File: src/i2a_pkg.sv
// ----------------------------------------------------------------------------
// i2a_pkg: shared types and constants of the integer to ASCII formatter
// Field widths, character codes and the job record that passes from the
// serial converter to the character sequencer.
// ----------------------------------------------------------------------------
package i2a_pkg;

    localparam int MAG_W   = 64;
    localparam int PADW_W  = 6;
    localparam int CHAR_W  = 8;
    localparam int DIGIT_W = 4;

    localparam logic [CHAR_W-1:0] CHAR_MINUS   = 8'h2D;
    localparam logic [CHAR_W-1:0] CHAR_ZERO    = 8'h30;
    localparam logic [CHAR_W-1:0] CHAR_A_LOWER = 8'h61;
    localparam logic [DIGIT_W-1:0] DEC_BASE    = 4'd10;

    typedef struct packed {
        logic              negative;
        logic [PADW_W-1:0] pad_width;
        logic [CHAR_W-1:0] pad_char;
    } t_job;

    function automatic logic [CHAR_W-1:0] f_digit_char(input logic [DIGIT_W-1:0] d);
        logic [CHAR_W-1:0] ext;
        ext = {{(CHAR_W-DIGIT_W){1'b0}}, d};
        if (d < DEC_BASE) begin
            return CHAR_ZERO + ext;
        end else begin
            return CHAR_A_LOWER + ext - {{(CHAR_W-DIGIT_W){1'b0}}, DEC_BASE};
        end
    endfunction

endpackage

File: src/i2a_if.sv
// ----------------------------------------------------------------------------
// i2a_if: word channels of the integer to ASCII formatter
// The request channel carries one number to print, the character channel
// carries one formatted character with its end marker.
// ----------------------------------------------------------------------------
interface i2a_in_if;
    logic                           valid;
    logic                           ready;
    logic [i2a_pkg::MAG_W-1:0]      magnitude;
    logic                           negative;
    logic                           base_hex;
    logic [i2a_pkg::PADW_W-1:0]     pad_width;
    logic [i2a_pkg::CHAR_W-1:0]     pad_char;

    modport source (output valid, magnitude, negative, base_hex, pad_width, pad_char,
                    input ready);
    modport sink   (input valid, magnitude, negative, base_hex, pad_width, pad_char,
                    output ready);
endinterface

interface i2a_out_if;
    logic                           valid;
    logic                           ready;
    logic [i2a_pkg::CHAR_W-1:0]     char_out;
    logic                           last_char;

    modport source (output valid, char_out, last_char, input ready);
    modport sink   (input valid, char_out, last_char, output ready);
endinterface

File: src/integer_to_ascii_formatter_top.sv
// ----------------------------------------------------------------------------
// integer_to_ascii_formatter_top: integer to ASCII formatter
// Prints an unsigned magnitude in decimal or lowercase hex with optional
// minus sign and front padding, one character word at a time.
// ----------------------------------------------------------------------------
// Usage:
// A request word on i_item carries the magnitude, the sign flag, the base,
// the pad width and the pad character. The block answers on o_char with the
// characters of the number: '-' when negative, pad characters up to the pad
// width, then the digits most significant first; last_char marks the final
// digit. Widths above MAX_PAD_WIDTH are treated as MAX_PAD_WIDTH.
// The converter takes one bit per cycle, so a request's first character is
// available only once its whole magnitude has been shifted in and the
// sequencer, when free, has taken the result and registered the first word.
// Characters then leave one per cycle while the receiver is ready.
// Conversion of the next request runs while the previous one is being sent.
// A stalled receiver holds the character word steady and the sequencer
// waits; a finished conversion waits in the converter, and i_item stays not
// ready until that result has moved on. Reset drops all words in flight.
// ----------------------------------------------------------------------------
module integer_to_ascii_formatter_top #(
    parameter int VALUE_BITS    = 64,
    parameter int MAX_PAD_WIDTH = 48
) (
    input  logic       i_clk,
    input  logic       i_rst_n,
    i2a_in_if.sink     i_item,
    i2a_out_if.source  o_char
);

    localparam int DEC_DIGITS = ((VALUE_BITS * 1233) >> 12) + 1;
    localparam int HEX_DIGITS = (VALUE_BITS + 3) / 4;
    localparam int NUM_DIGITS = (DEC_DIGITS > HEX_DIGITS) ? DEC_DIGITS : HEX_DIGITS;
    localparam int NW         = $clog2(NUM_DIGITS + 1);
    localparam int DW         = i2a_pkg::DIGIT_W * NUM_DIGITS;

    logic            full;
    logic            take;
    i2a_pkg::t_job   job;
    logic [DW-1:0]   digits;
    logic [NW-1:0]   ndig;

    i2a_conv #(
        .VALUE_BITS    (VALUE_BITS),
        .MAX_PAD_WIDTH (MAX_PAD_WIDTH),
        .NUM_DIGITS    (NUM_DIGITS)
    ) u_conv (
        .i_clk    (i_clk),
        .i_rst_n  (i_rst_n),
        .i_item   (i_item),
        .i_take   (take),
        .o_full   (full),
        .o_job    (job),
        .o_digits (digits),
        .o_ndig   (ndig)
    );

    i2a_emit #(
        .NUM_DIGITS (NUM_DIGITS)
    ) u_emit (
        .i_clk    (i_clk),
        .i_rst_n  (i_rst_n),
        .i_full   (full),
        .i_job    (job),
        .i_digits (digits),
        .i_ndig   (ndig),
        .o_take   (take),
        .o_char   (o_char)
    );

endmodule

File: src/i2a_conv.sv
// ----------------------------------------------------------------------------
// i2a_conv: bit-serial radix converter
// Shifts the magnitude in one bit per cycle, most significant first, into a
// row of 4-bit digits; decimal mode applies the add-3 correction per digit.
// The count of significant digits is tracked as the digits fill up.
// ----------------------------------------------------------------------------
module i2a_conv #(
    parameter int VALUE_BITS    = 64,
    parameter int MAX_PAD_WIDTH = 48,
    parameter int NUM_DIGITS    = 20,
    localparam int CW = $clog2(VALUE_BITS),
    localparam int NW = $clog2(NUM_DIGITS + 1),
    localparam int IW = $clog2(NUM_DIGITS),
    localparam int DW = i2a_pkg::DIGIT_W * NUM_DIGITS
) (
    input  logic                  i_clk,
    input  logic                  i_rst_n,
    i2a_in_if.sink                i_item,
    input  logic                  i_take,
    output logic                  o_full,
    output i2a_pkg::t_job         o_job,
    output logic [DW-1:0]         o_digits,
    output logic [NW-1:0]         o_ndig
);

    logic                  r_busy;
    logic                  r_full;
    logic [CW-1:0]         r_bitcnt;
    logic [VALUE_BITS-1:0] r_shift;
    logic [DW-1:0]         r_digits;
    logic [NW-1:0]         r_ndig;
    logic                  r_hex;
    i2a_pkg::t_job         r_job;

    logic [DW-1:0]         n_adj;
    logic [DW-1:0]         n_digits;
    logic [NW-1:0]         n_ndig;
    logic [i2a_pkg::PADW_W-1:0] n_width;
    logic                  accept;

    assign i_item.ready = !r_busy && !r_full;
    assign accept       = i_item.valid && i_item.ready;

    assign n_width = (i_item.pad_width > i2a_pkg::PADW_W'(MAX_PAD_WIDTH)) ?
                     i2a_pkg::PADW_W'(MAX_PAD_WIDTH) : i_item.pad_width;

    always_comb begin
        for (int d = 0; d < NUM_DIGITS; d++) begin
            if (!r_hex && (r_digits[4*d +: 4] >= 4'd5)) begin
                n_adj[4*d +: 4] = r_digits[4*d +: 4] + 4'd3;
            end else begin
                n_adj[4*d +: 4] = r_digits[4*d +: 4];
            end
        end
        n_digits = {n_adj[DW-2:0], r_shift[VALUE_BITS-1]};
        n_ndig   = r_ndig;
        if ((r_ndig != NW'(NUM_DIGITS)) && (n_digits[4*r_ndig[IW-1:0] +: 4] != 4'd0)) begin
            n_ndig = r_ndig + NW'(1);
        end
    end

    always_ff @(posedge i_clk) begin
        if (!i_rst_n) begin
            r_busy <= 1'b0;
            r_full <= 1'b0;
        end else begin
            if (accept) begin
                r_busy   <= 1'b1;
                r_bitcnt <= CW'(VALUE_BITS - 1);
                r_shift  <= i_item.magnitude[VALUE_BITS-1:0];
                r_digits <= '0;
                r_ndig   <= NW'(1);
                r_hex    <= i_item.base_hex;
                r_job    <= '{negative:  i_item.negative,
                              pad_width: n_width,
                              pad_char:  i_item.pad_char};
            end else if (r_busy) begin
                r_shift  <= {r_shift[VALUE_BITS-2:0], 1'b0};
                r_digits <= n_digits;
                r_ndig   <= n_ndig;
                r_bitcnt <= r_bitcnt - CW'(1);
                if (r_bitcnt == '0) begin
                    r_busy <= 1'b0;
                    r_full <= 1'b1;
                end
            end
            if (r_full && i_take) begin
                r_full <= 1'b0;
            end
        end
    end

    assign o_full   = r_full;
    assign o_job    = r_job;
    assign o_digits = r_digits;
    assign o_ndig   = r_ndig;

endmodule

File: src/i2a_emit.sv
// ----------------------------------------------------------------------------
// i2a_emit: character sequencer with output register
// Sends the sign, the padding and the digits of one converted number, one
// character per cycle while the receiver is ready, marking the final digit.
// ----------------------------------------------------------------------------
module i2a_emit #(
    parameter int NUM_DIGITS = 20,
    localparam int NW = $clog2(NUM_DIGITS + 1),
    localparam int IW = $clog2(NUM_DIGITS),
    localparam int DW = i2a_pkg::DIGIT_W * NUM_DIGITS
) (
    input  logic                  i_clk,
    input  logic                  i_rst_n,
    input  logic                  i_full,
    input  i2a_pkg::t_job         i_job,
    input  logic [DW-1:0]         i_digits,
    input  logic [NW-1:0]         i_ndig,
    output logic                  o_take,
    i2a_out_if.source             o_char
);

    localparam logic [1:0] ST_IDLE  = 2'd0;
    localparam logic [1:0] ST_SIGN  = 2'd1;
    localparam logic [1:0] ST_PAD   = 2'd2;
    localparam logic [1:0] ST_DIGIT = 2'd3;

    logic [1:0]                  r_state;
    logic [DW-1:0]               r_digits;
    logic [IW-1:0]               r_idx;
    logic [i2a_pkg::PADW_W-1:0]  r_padcnt;
    logic [i2a_pkg::CHAR_W-1:0]  r_pad;
    logic                        r_ovalid;
    logic [i2a_pkg::CHAR_W-1:0]  r_char;
    logic                        r_last;

    logic [i2a_pkg::PADW_W-1:0]  n_padcnt;
    logic [i2a_pkg::CHAR_W-1:0]  n_digit_char;
    logic                        load;
    logic                        adv;

    assign o_take = (r_state == ST_IDLE);
    assign load   = o_take && i_full;
    assign adv    = !r_ovalid || o_char.ready;

    assign n_padcnt = (i_job.pad_width > i2a_pkg::PADW_W'(i_ndig)) ?
                      (i_job.pad_width - i2a_pkg::PADW_W'(i_ndig)) : '0;
    assign n_digit_char = i2a_pkg::f_digit_char(r_digits[4*r_idx +: 4]);

    always_ff @(posedge i_clk) begin
        if (!i_rst_n) begin
            r_state  <= ST_IDLE;
            r_ovalid <= 1'b0;
        end else begin
            if (load) begin
                r_digits <= i_digits;
                r_idx    <= IW'(i_ndig - NW'(1));
                r_padcnt <= n_padcnt;
                r_pad    <= i_job.pad_char;
                if (i_job.negative) begin
                    r_state <= ST_SIGN;
                end else if (n_padcnt != '0) begin
                    r_state <= ST_PAD;
                end else begin
                    r_state <= ST_DIGIT;
                end
            end
            if (adv) begin
                r_ovalid <= (r_state != ST_IDLE);
                case (r_state)
                    ST_SIGN: begin
                        r_char  <= i2a_pkg::CHAR_MINUS;
                        r_last  <= 1'b0;
                        r_state <= (r_padcnt != '0) ? ST_PAD : ST_DIGIT;
                    end
                    ST_PAD: begin
                        r_char   <= r_pad;
                        r_last   <= 1'b0;
                        r_padcnt <= r_padcnt - i2a_pkg::PADW_W'(1);
                        if (r_padcnt == i2a_pkg::PADW_W'(1)) begin
                            r_state <= ST_DIGIT;
                        end
                    end
                    ST_DIGIT: begin
                        r_char <= n_digit_char;
                        r_last <= (r_idx == '0);
                        if (r_idx == '0) begin
                            r_state <= ST_IDLE;
                        end else begin
                            r_idx <= r_idx - IW'(1);
                        end
                    end
                    default: begin
                    end
                endcase
            end
        end
    end

    assign o_char.valid     = r_ovalid;
    assign o_char.char_out  = r_char;
    assign o_char.last_char = r_last;

endmodule

File: src/flat_wrapper.sv
// flat-port wrapper written by rule: the top's interface ports become plain ports
module integer_to_ascii_formatter_top_flat 
#(
    parameter int VALUE_BITS    = 64,
    parameter int MAX_PAD_WIDTH = 48
)
  (i_clk, i_rst_n, i_item_valid, i_item_magnitude, i_item_negative, i_item_base_hex, i_item_pad_width, i_item_pad_char, i_item_ready, o_char_valid, o_char_char_out, o_char_last_char, o_char_ready);
  i2a_in_if i_item_i ();
  i2a_out_if o_char_i ();
  input  logic i_clk;
  input  logic i_rst_n;
  input wire logic [$bits(i_item_i.valid)-1:0] i_item_valid;
  input wire logic [$bits(i_item_i.magnitude)-1:0] i_item_magnitude;
  input wire logic [$bits(i_item_i.negative)-1:0] i_item_negative;
  input wire logic [$bits(i_item_i.base_hex)-1:0] i_item_base_hex;
  input wire logic [$bits(i_item_i.pad_width)-1:0] i_item_pad_width;
  input wire logic [$bits(i_item_i.pad_char)-1:0] i_item_pad_char;
  output wire logic [$bits(i_item_i.ready)-1:0] i_item_ready;
  output wire logic [$bits(o_char_i.valid)-1:0] o_char_valid;
  output wire logic [$bits(o_char_i.char_out)-1:0] o_char_char_out;
  output wire logic [$bits(o_char_i.last_char)-1:0] o_char_last_char;
  input wire logic [$bits(o_char_i.ready)-1:0] o_char_ready;
  assign i_item_i.valid = i_item_valid;
  assign i_item_i.magnitude = i_item_magnitude;
  assign i_item_i.negative = i_item_negative;
  assign i_item_i.base_hex = i_item_base_hex;
  assign i_item_i.pad_width = i_item_pad_width;
  assign i_item_i.pad_char = i_item_pad_char;
  assign i_item_ready = i_item_i.ready;
  assign o_char_valid = o_char_i.valid;
  assign o_char_char_out = o_char_i.char_out;
  assign o_char_last_char = o_char_i.last_char;
  assign o_char_i.ready = o_char_ready;
  integer_to_ascii_formatter_top #(.VALUE_BITS(VALUE_BITS), .MAX_PAD_WIDTH(MAX_PAD_WIDTH)) u_core (.i_clk(i_clk), .i_rst_n(i_rst_n), .i_item(i_item_i), .o_char(o_char_i));
endmodule
File: config.mk
export PLATFORM = sky130hd
export DESIGN_NAME = integer_to_ascii_formatter_top_flat
export DESIGN_NICKNAME = d
export VERILOG_FILES = /design/src/i2a_pkg.sv /design/src/i2a_if.sv /design/src/integer_to_ascii_formatter_top.sv /design/src/i2a_conv.sv /design/src/i2a_emit.sv /design/src/flat_wrapper.sv
export SDC_FILE = /design/constraint.sdc
export NUM_CORES = 1
export LEC_CHECK = 0
export ABC_AREA = 1
export BUFFER_PORTS_ARGS = -buffer_cell sky130_fd_sc_hd__buf_2
export CORE_MARGIN = 5
export CORE_UTILIZATION = 45
export CTS_BUF_LIST = sky130_fd_sc_hd__clkbuf_2 sky130_fd_sc_hd__clkbuf_4 sky130_fd_sc_hd__clkbuf_8
export CTS_CLUSTER_DIAMETER = 150
export DETAILED_ROUTE_END_ITERATION = 8
export SYNTH_ARGS = -nofsm -noshare
export SYNTH_HDL_FRONTEND = slang
export SYNTH_HIERARCHICAL = 1
export SYNTH_SLANG_ARGS = --single-unit
export TNS_END_PERCENT = 5
File: constraint.sdc
create_clock -name i_clk -period 14.8 [get_ports i_clk]
set_clock_uncertainty 0.1 [all_clocks]
set_input_delay 2.22 -clock i_clk [delete_from_list [all_inputs] [get_ports i_clk]]
set_output_delay 2.22 -clock i_clk [all_outputs]
set_load 0.01 [all_outputs]
Word-level counts from Yosys, hierarchy flattened
Cells that the tools add are included.
{"block": "word_totals", "regBits": 284, "inputBits": 84, "output_inout_bits": 11, "wordCells": 176}
{"block": "op_classes", "n_addsub": 29, "order_cmp": 23, "n_eq_ne": 5, "shifts": 2, "muxes": 48, "bitwise": 2, "reduce_logical": 49}
{"cell": "80-bit by 8-bit indexed part select with 4-bit output", "count": 2}
{"cell": "64-bit two-way mux", "count": 2}
{"cell": "4-bit by 3-bit >= comparator with 1-bit output, second input constant", "count": 20}
{"cell": "80-bit two-way mux", "count": 1}
{"cell": "4-bit by 2-bit adder with 4-bit output, second input constant", "count": 19}
{"cell": "4-bit two-way mux", "count": 19}
{"cell": "5-bit two-way mux", "count": 6}
{"cell": "6-bit two-way mux", "count": 5}
{"cell": "1-bit logical AND", "count": 24}
{"cell": "8-bit one-hot mux with 3 select lines", "count": 1}
{"cell": "3-bit AND reduction", "count": 4}
{"cell": "6-bit nonzero test", "count": 2}
{"cell": "6-bit by 1-bit subtractor with 6-bit output, second input constant", "count": 2}
{"cell": "2-bit two-way mux", "count": 5}
{"cell": "5-bit by 1-bit subtractor with 5-bit output, second input constant", "count": 2}
{"cell": "7-bit by 4-bit adder with 8-bit output, first input constant", "count": 1}
{"cell": "8-bit two-way mux", "count": 1}
{"cell": "2-bit nonzero test", "count": 4}
{"cell": "8-bit by 4-bit subtractor with 8-bit output, second input constant", "count": 1}
{"cell": "6-bit by 4-bit adder with 7-bit output, first input constant", "count": 1}
{"cell": "6-bit by 1-bit equality test with 1-bit output, second input constant", "count": 1}
{"cell": "6-bit by 5-bit > comparator with 1-bit output", "count": 1}
{"cell": "6-bit > comparator, second input constant", "count": 1}
{"cell": "6-bit logical NOT", "count": 1}
{"cell": "20 further kinds", "count": 32}

Longest topological paths before layout
Gate-level depths: netlist of the first run.
{"block": "logic_depth", "depth_word": 9, "ltp_mapped": 20, "ltp_nobuf": 20}

Hierarchy
The synthesis of the first run kept the hierarchy.
{"module": "i2a_conv", "instances": 1, "cells_per_inst": 1213, "area_per_inst_um2": 9970.8, "seq_area_each_um2": 5175.0}
{"module": "i2a_emit", "instances": 1, "cells_per_inst": 509, "area_per_inst_um2": 5262.5, "seq_area_each_um2": 3303.2}

Worst setup path after synthesis of the first run
No wires, ideal clock.
{"block": "synth_path", "path_type": "input port to flip-flop", "start": "input i_rst_n", "end": "register u_core.u_emit.r_digits[0], enable pin", "setup_ps": 536, "arrival_time_ps": 5911, "required_ps": 14164, "setup_slack_ps": 8254, "stages": 2, "n_path_buf": 0, "path_cell_list": "inv_1 > nor2_1"}
{"block": "synth_between", "elab_chain_cells": 1}
{"element": "start, declared", "line": "flat_wrapper.sv:11", "rtl": "input logic i_rst_n;"}
{"element": "2-bit AND reduction (no line)"}
{"element": "end signal, assigned", "line": "i2a_emit.sv:55", "rtl": "r_digits <= i_digits;"}
{"element": "end, declared", "line": "i2a_emit.sv:28", "rtl": "logic [DW-1:0] r_digits;"}
Every way passes these cells.
A chain may end at the register's enable or synchronous reset.

Final worst setup path of the first run
{"block": "layout_path", "start": "input i_item_valid", "end": "register u_core.u_conv.r_digits[49], in the netlist u_core/u_conv/o_digits[49], enable pin"}
{"block": "layout_between", "elab_chain_cells": 3}
{"element": "start, declared", "line": "flat_wrapper.sv:12", "rtl": "input wire logic [$bits(i_item_i.valid)-1:0] i_item_valid;"}
{"element": "1-bit logical AND", "line": "i2a_conv.sv:42", "rtl": "assign accept = i_item.valid && i_item.ready;"}
{"element": "2-bit nonzero test (no line)"}
{"element": "2-bit AND reduction (no line)"}
{"element": "end signal, assigned", "line": "i2a_conv.sv:79", "rtl": "r_digits <= n_digits;"}
{"element": "end, declared", "line": "i2a_conv.sv:30", "rtl": "logic [DW-1:0] r_digits;"}
Every way passes these cells.

==> results of run 1 <==
-- cells in the mapped netlist (2+ instances only) --
cell / instances / area, um^2
sky130_fd_sc_hd__or2_2: 4 / 25.0
sky130_fd_sc_hd__inv_6: 2 / 17.5
sky130_fd_sc_hd__nor2_1: 154 / 578
sky130_fd_sc_hd__a211oi_1: 2 / 15.0
sky130_fd_sc_hd__a21oi_1: 64 / 320
sky130_fd_sc_hd__a32oi_1: 2 / 17.5
sky130_fd_sc_hd__buf_6: 10 / 113
sky130_fd_sc_hd__nor2_4: 2 / 22.5
sky130_fd_sc_hd__clkbuf_1: 26 / 97.6
sky130_fd_sc_hd__nand3_1: 160 / 801
sky130_fd_sc_hd__xnor2_1: 14 / 123
sky130_fd_sc_hd__nand2_1: 601 / 2260
sky130_fd_sc_hd__inv_1: 181 / 679
sky130_fd_sc_hd__nor2_2: 2 / 12.5
sky130_fd_sc_hd__o211ai_1: 7 / 52.6
sky130_fd_sc_hd__a21oi_2: 2 / 17.5
sky130_fd_sc_hd__a31oi_1: 2 / 12.5
sky130_fd_sc_hd__nand4_1: 12 / 75.1
sky130_fd_sc_hd__nand2_4: 2 / 22.5
sky130_fd_sc_hd__o21ai_0: 59 / 295
sky130_fd_sc_hd__o22ai_1: 2 / 12.5
sky130_fd_sc_hd__dfxtp_1: 5 / 100
sky130_fd_sc_hd__buf_1: 2 / 7.51
sky130_fd_sc_hd__buf_4: 5 / 37.5
sky130_fd_sc_hd__nand2_2: 10 / 62.6
sky130_fd_sc_hd__o21a_1: 7 / 52.6
sky130_fd_sc_hd__buf_2: 13 / 65.1
sky130_fd_sc_hd__nand3b_1: 3 / 22.5
sky130_fd_sc_hd__o21ai_1: 8 / 40.0
sky130_fd_sc_hd__ha_1: 54 / 676
sky130_fd_sc_hd__edfxtp_1: 279 / 8380
sky130_fd_sc_hd__xor2_1: 10 / 87.6
sky130_fd_sc_hd__inv_2: 2 / 7.51
-- worst reg2reg max path, cell delays in order, from the launching register on --
cell,delay [ps]
sky130_fd_sc_hd__dfxtp_1,330
sky130_fd_sc_hd__nor2_1,250
sky130_fd_sc_hd__nand2_2,60
sky130_fd_sc_hd__buf_4,350
sky130_fd_sc_hd__inv_4,680
sky130_fd_sc_hd__o21ai_0,430
sky130_fd_sc_hd__inv_6,690
sky130_fd_sc_hd__buf_4,870
-- worst min-delay path by stage --
stage | endpoint | depth (start not counted) | startpoint
2_1_floorplan | u_core/u_emit/r_pad[0] | 0 | u_core/u_conv/o_job[0]
3_3_place_gp | u_core/u_emit/r_pad[1] | 0 | u_core/u_conv/o_job[1]
3_5_place_dp | u_core/u_emit/r_pad[5] | 0 | u_core/u_conv/o_job[5]
4_1_cts | u_core/u_emit/r_pad[6] | 0 | u_core/u_conv/o_job[6]
5_1_grt | u_core/u_emit/r_pad[6] | 0 | u_core/u_conv/o_job[6]
6_report | u_core/u_emit/r_pad[1] | 0 | u_core/u_conv/o_job[1]
-- metal layers --
layer | part of all wire | routed length (um)
met3 | 0.059 | 2050
met4 | 0.023 | 811
met5 | 0 | 0
met1 | 0.46 | 16200
met2 | 0.46 | 16000
-- layout make-up --
type | count | area, um^2
inverter | 186 | 716
tap | 448 | 561
clock buffer | 70 | 863
multi-input combinational | 1195 | 5720
fill | 3132 | 16500
sequential | 284 | 8480
timing repair buffer | 104 | 546
clock inverter | 19 | 86.3
-- through the flow --
step           hold WS [ps]  instance area (um^2)  utilization
5_1_grt                 324                 17000        0.507
3_5_place_dp            306                 16000        0.479
4_1_cts                 318                 17000        0.507
6_report                316                 17000        0.507
2_1_floorplan           300                 15200            -
3_3_place_gp            302                 16000        0.479
-- power groups by stage --
stage                     combinational [W]  clock, W  sequential, W
after global placement             0.000265         0       0.000990
final                              0.000271  0.000695       0.000975
after floorplan                    0.000203         0       0.000984
after detailed placement           0.000271         0       0.000991
after global routing               0.000312  0.000751       0.000980
after CTS                          0.000272  0.000715       0.000975
-- logic make-up after synthesis --
logic type               count (synthesis)
adder cells (fa/ha/maj)                 55
buffers and inverters                  243
flip-flops                             284
AO/OA/AOI/OAI                          163
XOR/XNOR                                24
AND/OR/NAND/NOR                        953
-- registers in the layout (all words and copies together) (netlist names), 5 cells and up --
name	cells
u_core/u_conv/o_ndig	5
u_core/u_conv/o_job	15
u_core/u_conv/o_digits	80
u_core/u_emit/r_pad	8
u_core/u_conv/r_bitcnt	6
u_core/u_emit/r_padcnt	6
u_core/u_emit/r_digits	80
u_core/u_emit/o_char.char_out	8
u_core/u_emit/r_idx	5
u_core/u_conv/r_shift	64
-- cells in the final DEF, fill, tap and decap left out, drive strengths merged, types with 7 or more instances in the layout --
master	netlist	layout
a21oi	67	67
buf	31	104
clkbuf	26	70
clkinv	1	17
edfxtp	279	279
ha	54	54
inv	185	186
nand2	613	613
nand3	160	160
nand4	12	12
nor2	158	158
o211ai	7	7
o21a	7	7
o21ai	68	68
xnor2	14	14
xor2	10	10
==> impl_metrics.py, run 1 <==
metrics = {
    "detailed_routing": {
        "routed_via_density": 5.06,
        "detailedRoute.firstIterationViolations": 822,
        "antenna_left": 0,
        "drt_pass1_iterations": 5,
        "postRouteWirelength_um": 35000,
        "overall_via_count_from_detail_route": 11700,
        "drc_errors": 0,
        "detail_route.wl_per_cell_um": 15.2,
    },
    "final_layout": {
        "antennaDiodeCount": 0,
        "final_layout_net_count": 1960,
        "post_route_cells_drive_above_1_share": 0.113,
        "layout-area-overhead-vs-synth_pct": 11.4,
        "finish.cell_count_without_fillers": 2306,
    },
    "clocking": {
        "cts.repair.resized": 0,
        "cts-root-to-sink-buffers": 3,
        "clock_pin_slew_on_the_worst_setup_and_hold_paths_ps": 60,
        "worst_skew_pair.late_latency_ps": 580,
        "cts_num_sinks": 284,
        "cts_stage_hold_buffer_count": 0,
        "cts-root-buf": "sky130_fd_sc_hd__clkbuf_8",
        "cts_tree": "yes",
        "number_of_clock_buffers_inserted_by_tritoncts": 50,
        "htree_num_levels": 2,
        "number_of_buffers_inserted_to_repair_setup_after_cts": 0,
    },
    "power_and_ir_drop": {
        "power.static_leakage_nw": 7.56,
        "netSwitchingFraction": 0.274,
        "seq_power_share": 0.502,
        "vdd_ir_drop_max_v": 0.0000688,
        "internal_power_w": 0.00141,
        "power.clock.fraction": 0.358,
        "p_sw_w": 0.000532,
        "share_comb_of_total_power": 0.140,
        "total_chip_power_w": 0.00194,
        "power_per_cell_area_mw_per_mm2": 114,
    },
    "timing": {
        "max-slew-margin-rel": 0.321,
        "fin_ws_ps": 9500,
        "report.final.hold_viol_count": 0,
        "grt_setup_unrepaired": "no",
        "total_of_endpoints_with_negative_setup_slack_in_the_final_report": 0,
        "final_min_period_over_clock_period": 0.358,
        "max_freq_mhz": 189,
        "layout_min_cycle_time_ps": 5300,
        "worst_slew_pin_slew_ps": 1020,
        "maxSlewViolCount": 0,
        "setup-tns-final_ps": 0,
    },
    "synth": {
        "post_synthesis_compound_gate_area_fraction": 0.0596,
        "avgSynthCellArea_um2": 8.85,
        "synth_simple_gate_area_frac": 0.256,
        "synth-edff-count": 279,
        "syn_inst": 1722,
        "netlist-cell-type-count": 47,
        "postSynthNetCount": 1861,
        "synth_xor_xnor_area_share": 0.0138,
        "synth-async-reset-ratio": 0,
        "synthesis.area_mm2": 0.0152,
        "synth_adder_area_share": 0.0457,
        "synth_warnings": 6,
        "yosys-mux-area-fraction": 0,
        "synth_top_family_by_area": "simple AND/OR/NAND/NOR gates",
        "synth-seq-cells": 284,
        "ys_dominant_reg_cell": "sky130_fd_sc_hd__edfxtp_1",
        "ys_seq_area_frac": 0.557,
    },
    "worst_setup_path": {
        "timing.critical_path.buf_inv": 5,
        "ff2ff_path_depth": 7,
        "most_prevalent_standard_cell_on_the_critical_path": "sky130_fd_sc_hd__buf_4",
        "worstPathRequired_ps": 14880,
        "worst_r2r_setup_slack_ps": 10620,
        "r2r-start": "u_core/u_conv/o_full",
        "critPathCaptureType": "flop",
        "timing.rr.end": "u_core/u_conv/o_digits[49]",
        "crit_fanout": 90,
        "worst-setup-path-type": "input port to flop",
        "endpoint": "u_core/u_conv/o_digits[49]",
        "max_stage_delay_ps": 800,
        "cp-start-kind": "input port",
        "path_depth": 7,
        "crit_start": "i_item_valid",
        "crit_path_cell_trace": "buf_2, nand2_2, buf_4, inv_4, o21ai_0, inv_6, buf_4",
        "slowest_stage": "sky130_fd_sc_hd__buf_4",
        "crit_family": "buffers and inverters",
        "cp.arrival_ps": 5380,
    },
    "placement": {
        "detailedPlacementHpwl_um": 22500,
        "io_buffer_count": 94,
        "dpl_worst_slack_ps": 8830,
        "dp_cells": 2217,
        "finalWeightedCongestion": 0.833,
    },
    "floorplan": {
        "fp.dieW_um": 194,
        "io-pin-count": 95,
        "dieHeight_um": 194,
        "rows": 67,
        "start_util": 0.455,
        "die-area_mm2": 0.0376,
        "fp.coreArea_mm2": 0.0334,
    },
    "global_routing": {
        "grt_util_all_layers": 0.181,
        "groute.layer.met3.usage": 0.0353,
        "busiest_layer": "met2",
        "grt_first_pass_wirelength_um": 56500,
        "initial_antenna_violation_count": 0,
        "met1_resource_use_gr": 0.253,
        "globalRoute.totalOverflow": 0,
        "grt_start_max_net_pins": 91,
        "vias_in_the_first_global_route": 11200,
        "globalRouteMet2Util": 0.289,
    },
    "worst_hold_path": {
        "hold_path.class": "flop to flop",
    },
    "run_status": {
        "status": "completed",
    },
    "flow_run": {
        "maxCapViolations": 0,
    },
}
Power figures use the tool's default switching activity.
==> inputs of run 2 (changes only) <==
==> constraint.sdc (replaced) <==
create_clock -name i_clk -period 4.55 [get_ports i_clk]
set_clock_uncertainty 0.1 [all_clocks]
set_input_delay 0.6825 -clock i_clk [delete_from_list [all_inputs] [get_ports i_clk]]
set_output_delay 0.6825 -clock i_clk [all_outputs]
set_load 0.01 [all_outputs]
==> impl_metrics.py, run 2 (synthesized netlist as in run 1, its figures left out) <==
metrics = {
    "run_status": {
        "status": "completed",
    },
    "global_routing": {
        "vias_in_the_first_global_route": 11100,
        "initial_antenna_violation_count": 0,
        "globalRoute.totalOverflow": 0,
        "grt_start_max_net_pins": 81,
        "grt_util_all_layers": 0.182,
        "grt_first_pass_wirelength_um": 56500,
    },
    "detailed_routing": {
        "antenna_left": 0,
        "overall_via_count_from_detail_route": 11700,
        "routed_via_density": 5.05,
        "drc_errors": 0,
        "detail_route.wl_per_cell_um": 15.2,
        "postRouteWirelength_um": 35200,
        "drt_pass1_iterations": 5,
        "detailedRoute.firstIterationViolations": 837,
    },
    "final_layout": {
        "layout-area-overhead-vs-synth_pct": 12.0,
        "post_route_cells_drive_above_1_share": 0.118,
        "final_cell_mix": "sky130_fd_sc_hd__nand2_1 (600), sky130_fd_sc_hd__edfxtp_1 (279), sky130_fd_sc_hd__inv_1 (179)",
        "finish.cell_count_without_fillers": 2309,
        "antennaDiodeCount": 0,
        "final_layout_net_count": 1963,
        "area_of_the_multi_input_gates_mm2": 0.00572,
        "num-fill-cells": 3125,
        "layout.area.seq_mm2": 0.00848,
        "leading_cell_type_in_the_layout_fill_and_taps_excluded": "sky130_fd_sc_hd__nand2_1",
    },
    "worst_setup_path": {
        "max_stage_delay_ps": 860,
        "cp-start-kind": "flop",
        "worst-setup-path-type": "flop to flop",
        "slowest_stage": "sky130_fd_sc_hd__nor2_1",
        "crit_family": "simple AND/OR/NAND/NOR gates",
        "worstPathRequired_ps": 4690,
        "critPathCaptureType": "flop",
        "cp.arrival_ps": 3650,
        "crit_path_cell_trace": "inv_1, nor2_1, nand3_1, nand3_1, nor2_1, nand2_1, nand2_1, nor2_1, nor2_1, nand2_1, nand2_1, a21oi_2",
        "timing.critical_path.buf_inv": 1,
        "crit_fanout": 15,
    },
    "worst_hold_path": {
        "hold_path.class": "input port to flop",
    },
    "timing": {
        "setup-tns-final_ps": 0,
        "maxSlewViolCount": 0,
        "total_of_endpoints_with_negative_setup_slack_in_the_final_report": 0,
        "max_freq_mhz": 285,
        "layout_min_cycle_time_ps": 3510,
        "worst_slew_pin_slew_ps": 964,
        "max-slew-margin-rel": 0.355,
        "grt_setup_unrepaired": "no",
        "report.final.hold_viol_count": 0,
        "final_min_period_over_clock_period": 0.772,
    },
    "floorplan": {
        "fp.dieW_um": 194,
        "rows": 67,
        "start_util": 0.455,
        "dieHeight_um": 194,
        "fp.coreArea_mm2": 0.0334,
        "die-area_mm2": 0.0376,
        "io-pin-count": 95,
    },
    "clocking": {
        "number_of_buffers_inserted_to_repair_setup_after_cts": 0,
        "number_of_clock_buffers_inserted_by_tritoncts": 50,
        "cts-root-buf": "sky130_fd_sc_hd__clkbuf_8",
        "cts-root-to-sink-buffers": 3,
        "cts_num_sinks": 284,
        "cts.repair.resized": 0,
        "cts_tree": "yes",
        "worst_skew_pair.late_latency_ps": 610,
        "cts_stage_hold_buffer_count": 0,
        "htree_num_levels": 2,
        "clock_pin_slew_on_the_worst_setup_and_hold_paths_ps": 60,
    },
    "power_and_ir_drop": {
        "power.static_leakage_nw": 7.62,
        "power_per_cell_area_mw_per_mm2": 376,
        "vdd_ir_drop_max_v": 0.000319,
    },
    "placement": {
        "finalWeightedCongestion": 0.828,
        "io_buffer_count": 94,
        "dp_cells": 2220,
        "detailedPlacementHpwl_um": 23500,
    },
    "flow_run": {
        "maxCapViolations": 0,
    },
}
run 2: changes by cell type in the layout (fill, tap and decap cells not counted), sizes merged:
cell,delta
buf,+3
bufinv,+2
clkinvlp,-1
clkinv,+1
clkbuf,-2
run 2: area by class of cell:
cell class | instances | area share
flip-flops and latches | 284 | 0.497
clock buffers | 68 | 0.0486
inverters | 186 | 0.0419
multi-input cells | 1195 | 0.335
repair buffers | 107 | 0.0348
clock inverters | 21 | 0.00961
well taps | 448 | 0.0329
run 2: worst paths after layout:
check                                from                 endpoint  slack (ps)  cells past startpoint
setup / recovery  u_core/u_conv/o_ndig[1]  u_core/u_conv/o_ndig[1]        1040                     12
hold / removal         i_item_pad_char[3]   u_core/u_conv/o_job[3]         170                      1
setup reg to reg  u_core/u_conv/o_ndig[1]  u_core/u_conv/o_ndig[1]        1040                     12
hold reg to reg    u_core/u_conv/o_job[1]   u_core/u_emit/r_pad[1]         320                      0
run 2: stage by stage:
step / util / cell area [um^2] / hold WS, ps / total power [W] / setup slack (ps)
after floorplan: - / 15200 / 300 / 0.00386 / 45.9
after global placement: 0.480 / 16100 / 304 / 0.00409 / 1010
after detailed placement: 0.480 / 16100 / 305 / 0.00410 / 981
after CTS: 0.510 / 17100 / 125 / 0.00649 / 955
after global routing: 0.510 / 17100 / 128 / 0.00677 / 695
final: 0.510 / 17100 / 172 / 0.00641 / 1040
run 2: routing by layer:
metal	vias to the layer above	routed length, um	track usage
li1	5890	-	-
met5	-	0	0
met2	315	15800	0.289
met4	0	789	0.0568
met3	56	2110	0.0354
met1	5410	16400	0.254
run 2: worst register-to-register path, cell delays in order, from the launching register on:
cell	delay, ps
sky130_fd_sc_hd__edfxtp_1	670
sky130_fd_sc_hd__inv_1	480
sky130_fd_sc_hd__nor2_1	870
sky130_fd_sc_hd__nand3_1	150
sky130_fd_sc_hd__nand3_1	130
sky130_fd_sc_hd__nor2_1	60
sky130_fd_sc_hd__nand2_1	90
sky130_fd_sc_hd__nand2_1	90
sky130_fd_sc_hd__nor2_1	90
sky130_fd_sc_hd__nor2_1	50
sky130_fd_sc_hd__nand2_1	60
sky130_fd_sc_hd__nand2_1	70
sky130_fd_sc_hd__a21oi_2	280
run 2: power breakdown:
part	switching (W)	leakage (nW)	total [W]	internal (W)
sequential	0.000104	2.64	0.00318	0.00307
combinational	0.000584	4.45	0.000878	0.000294
clock	0.00105	0.528	0.00235	0.00130
total	0.00174	7.62	0.00641	0.00467
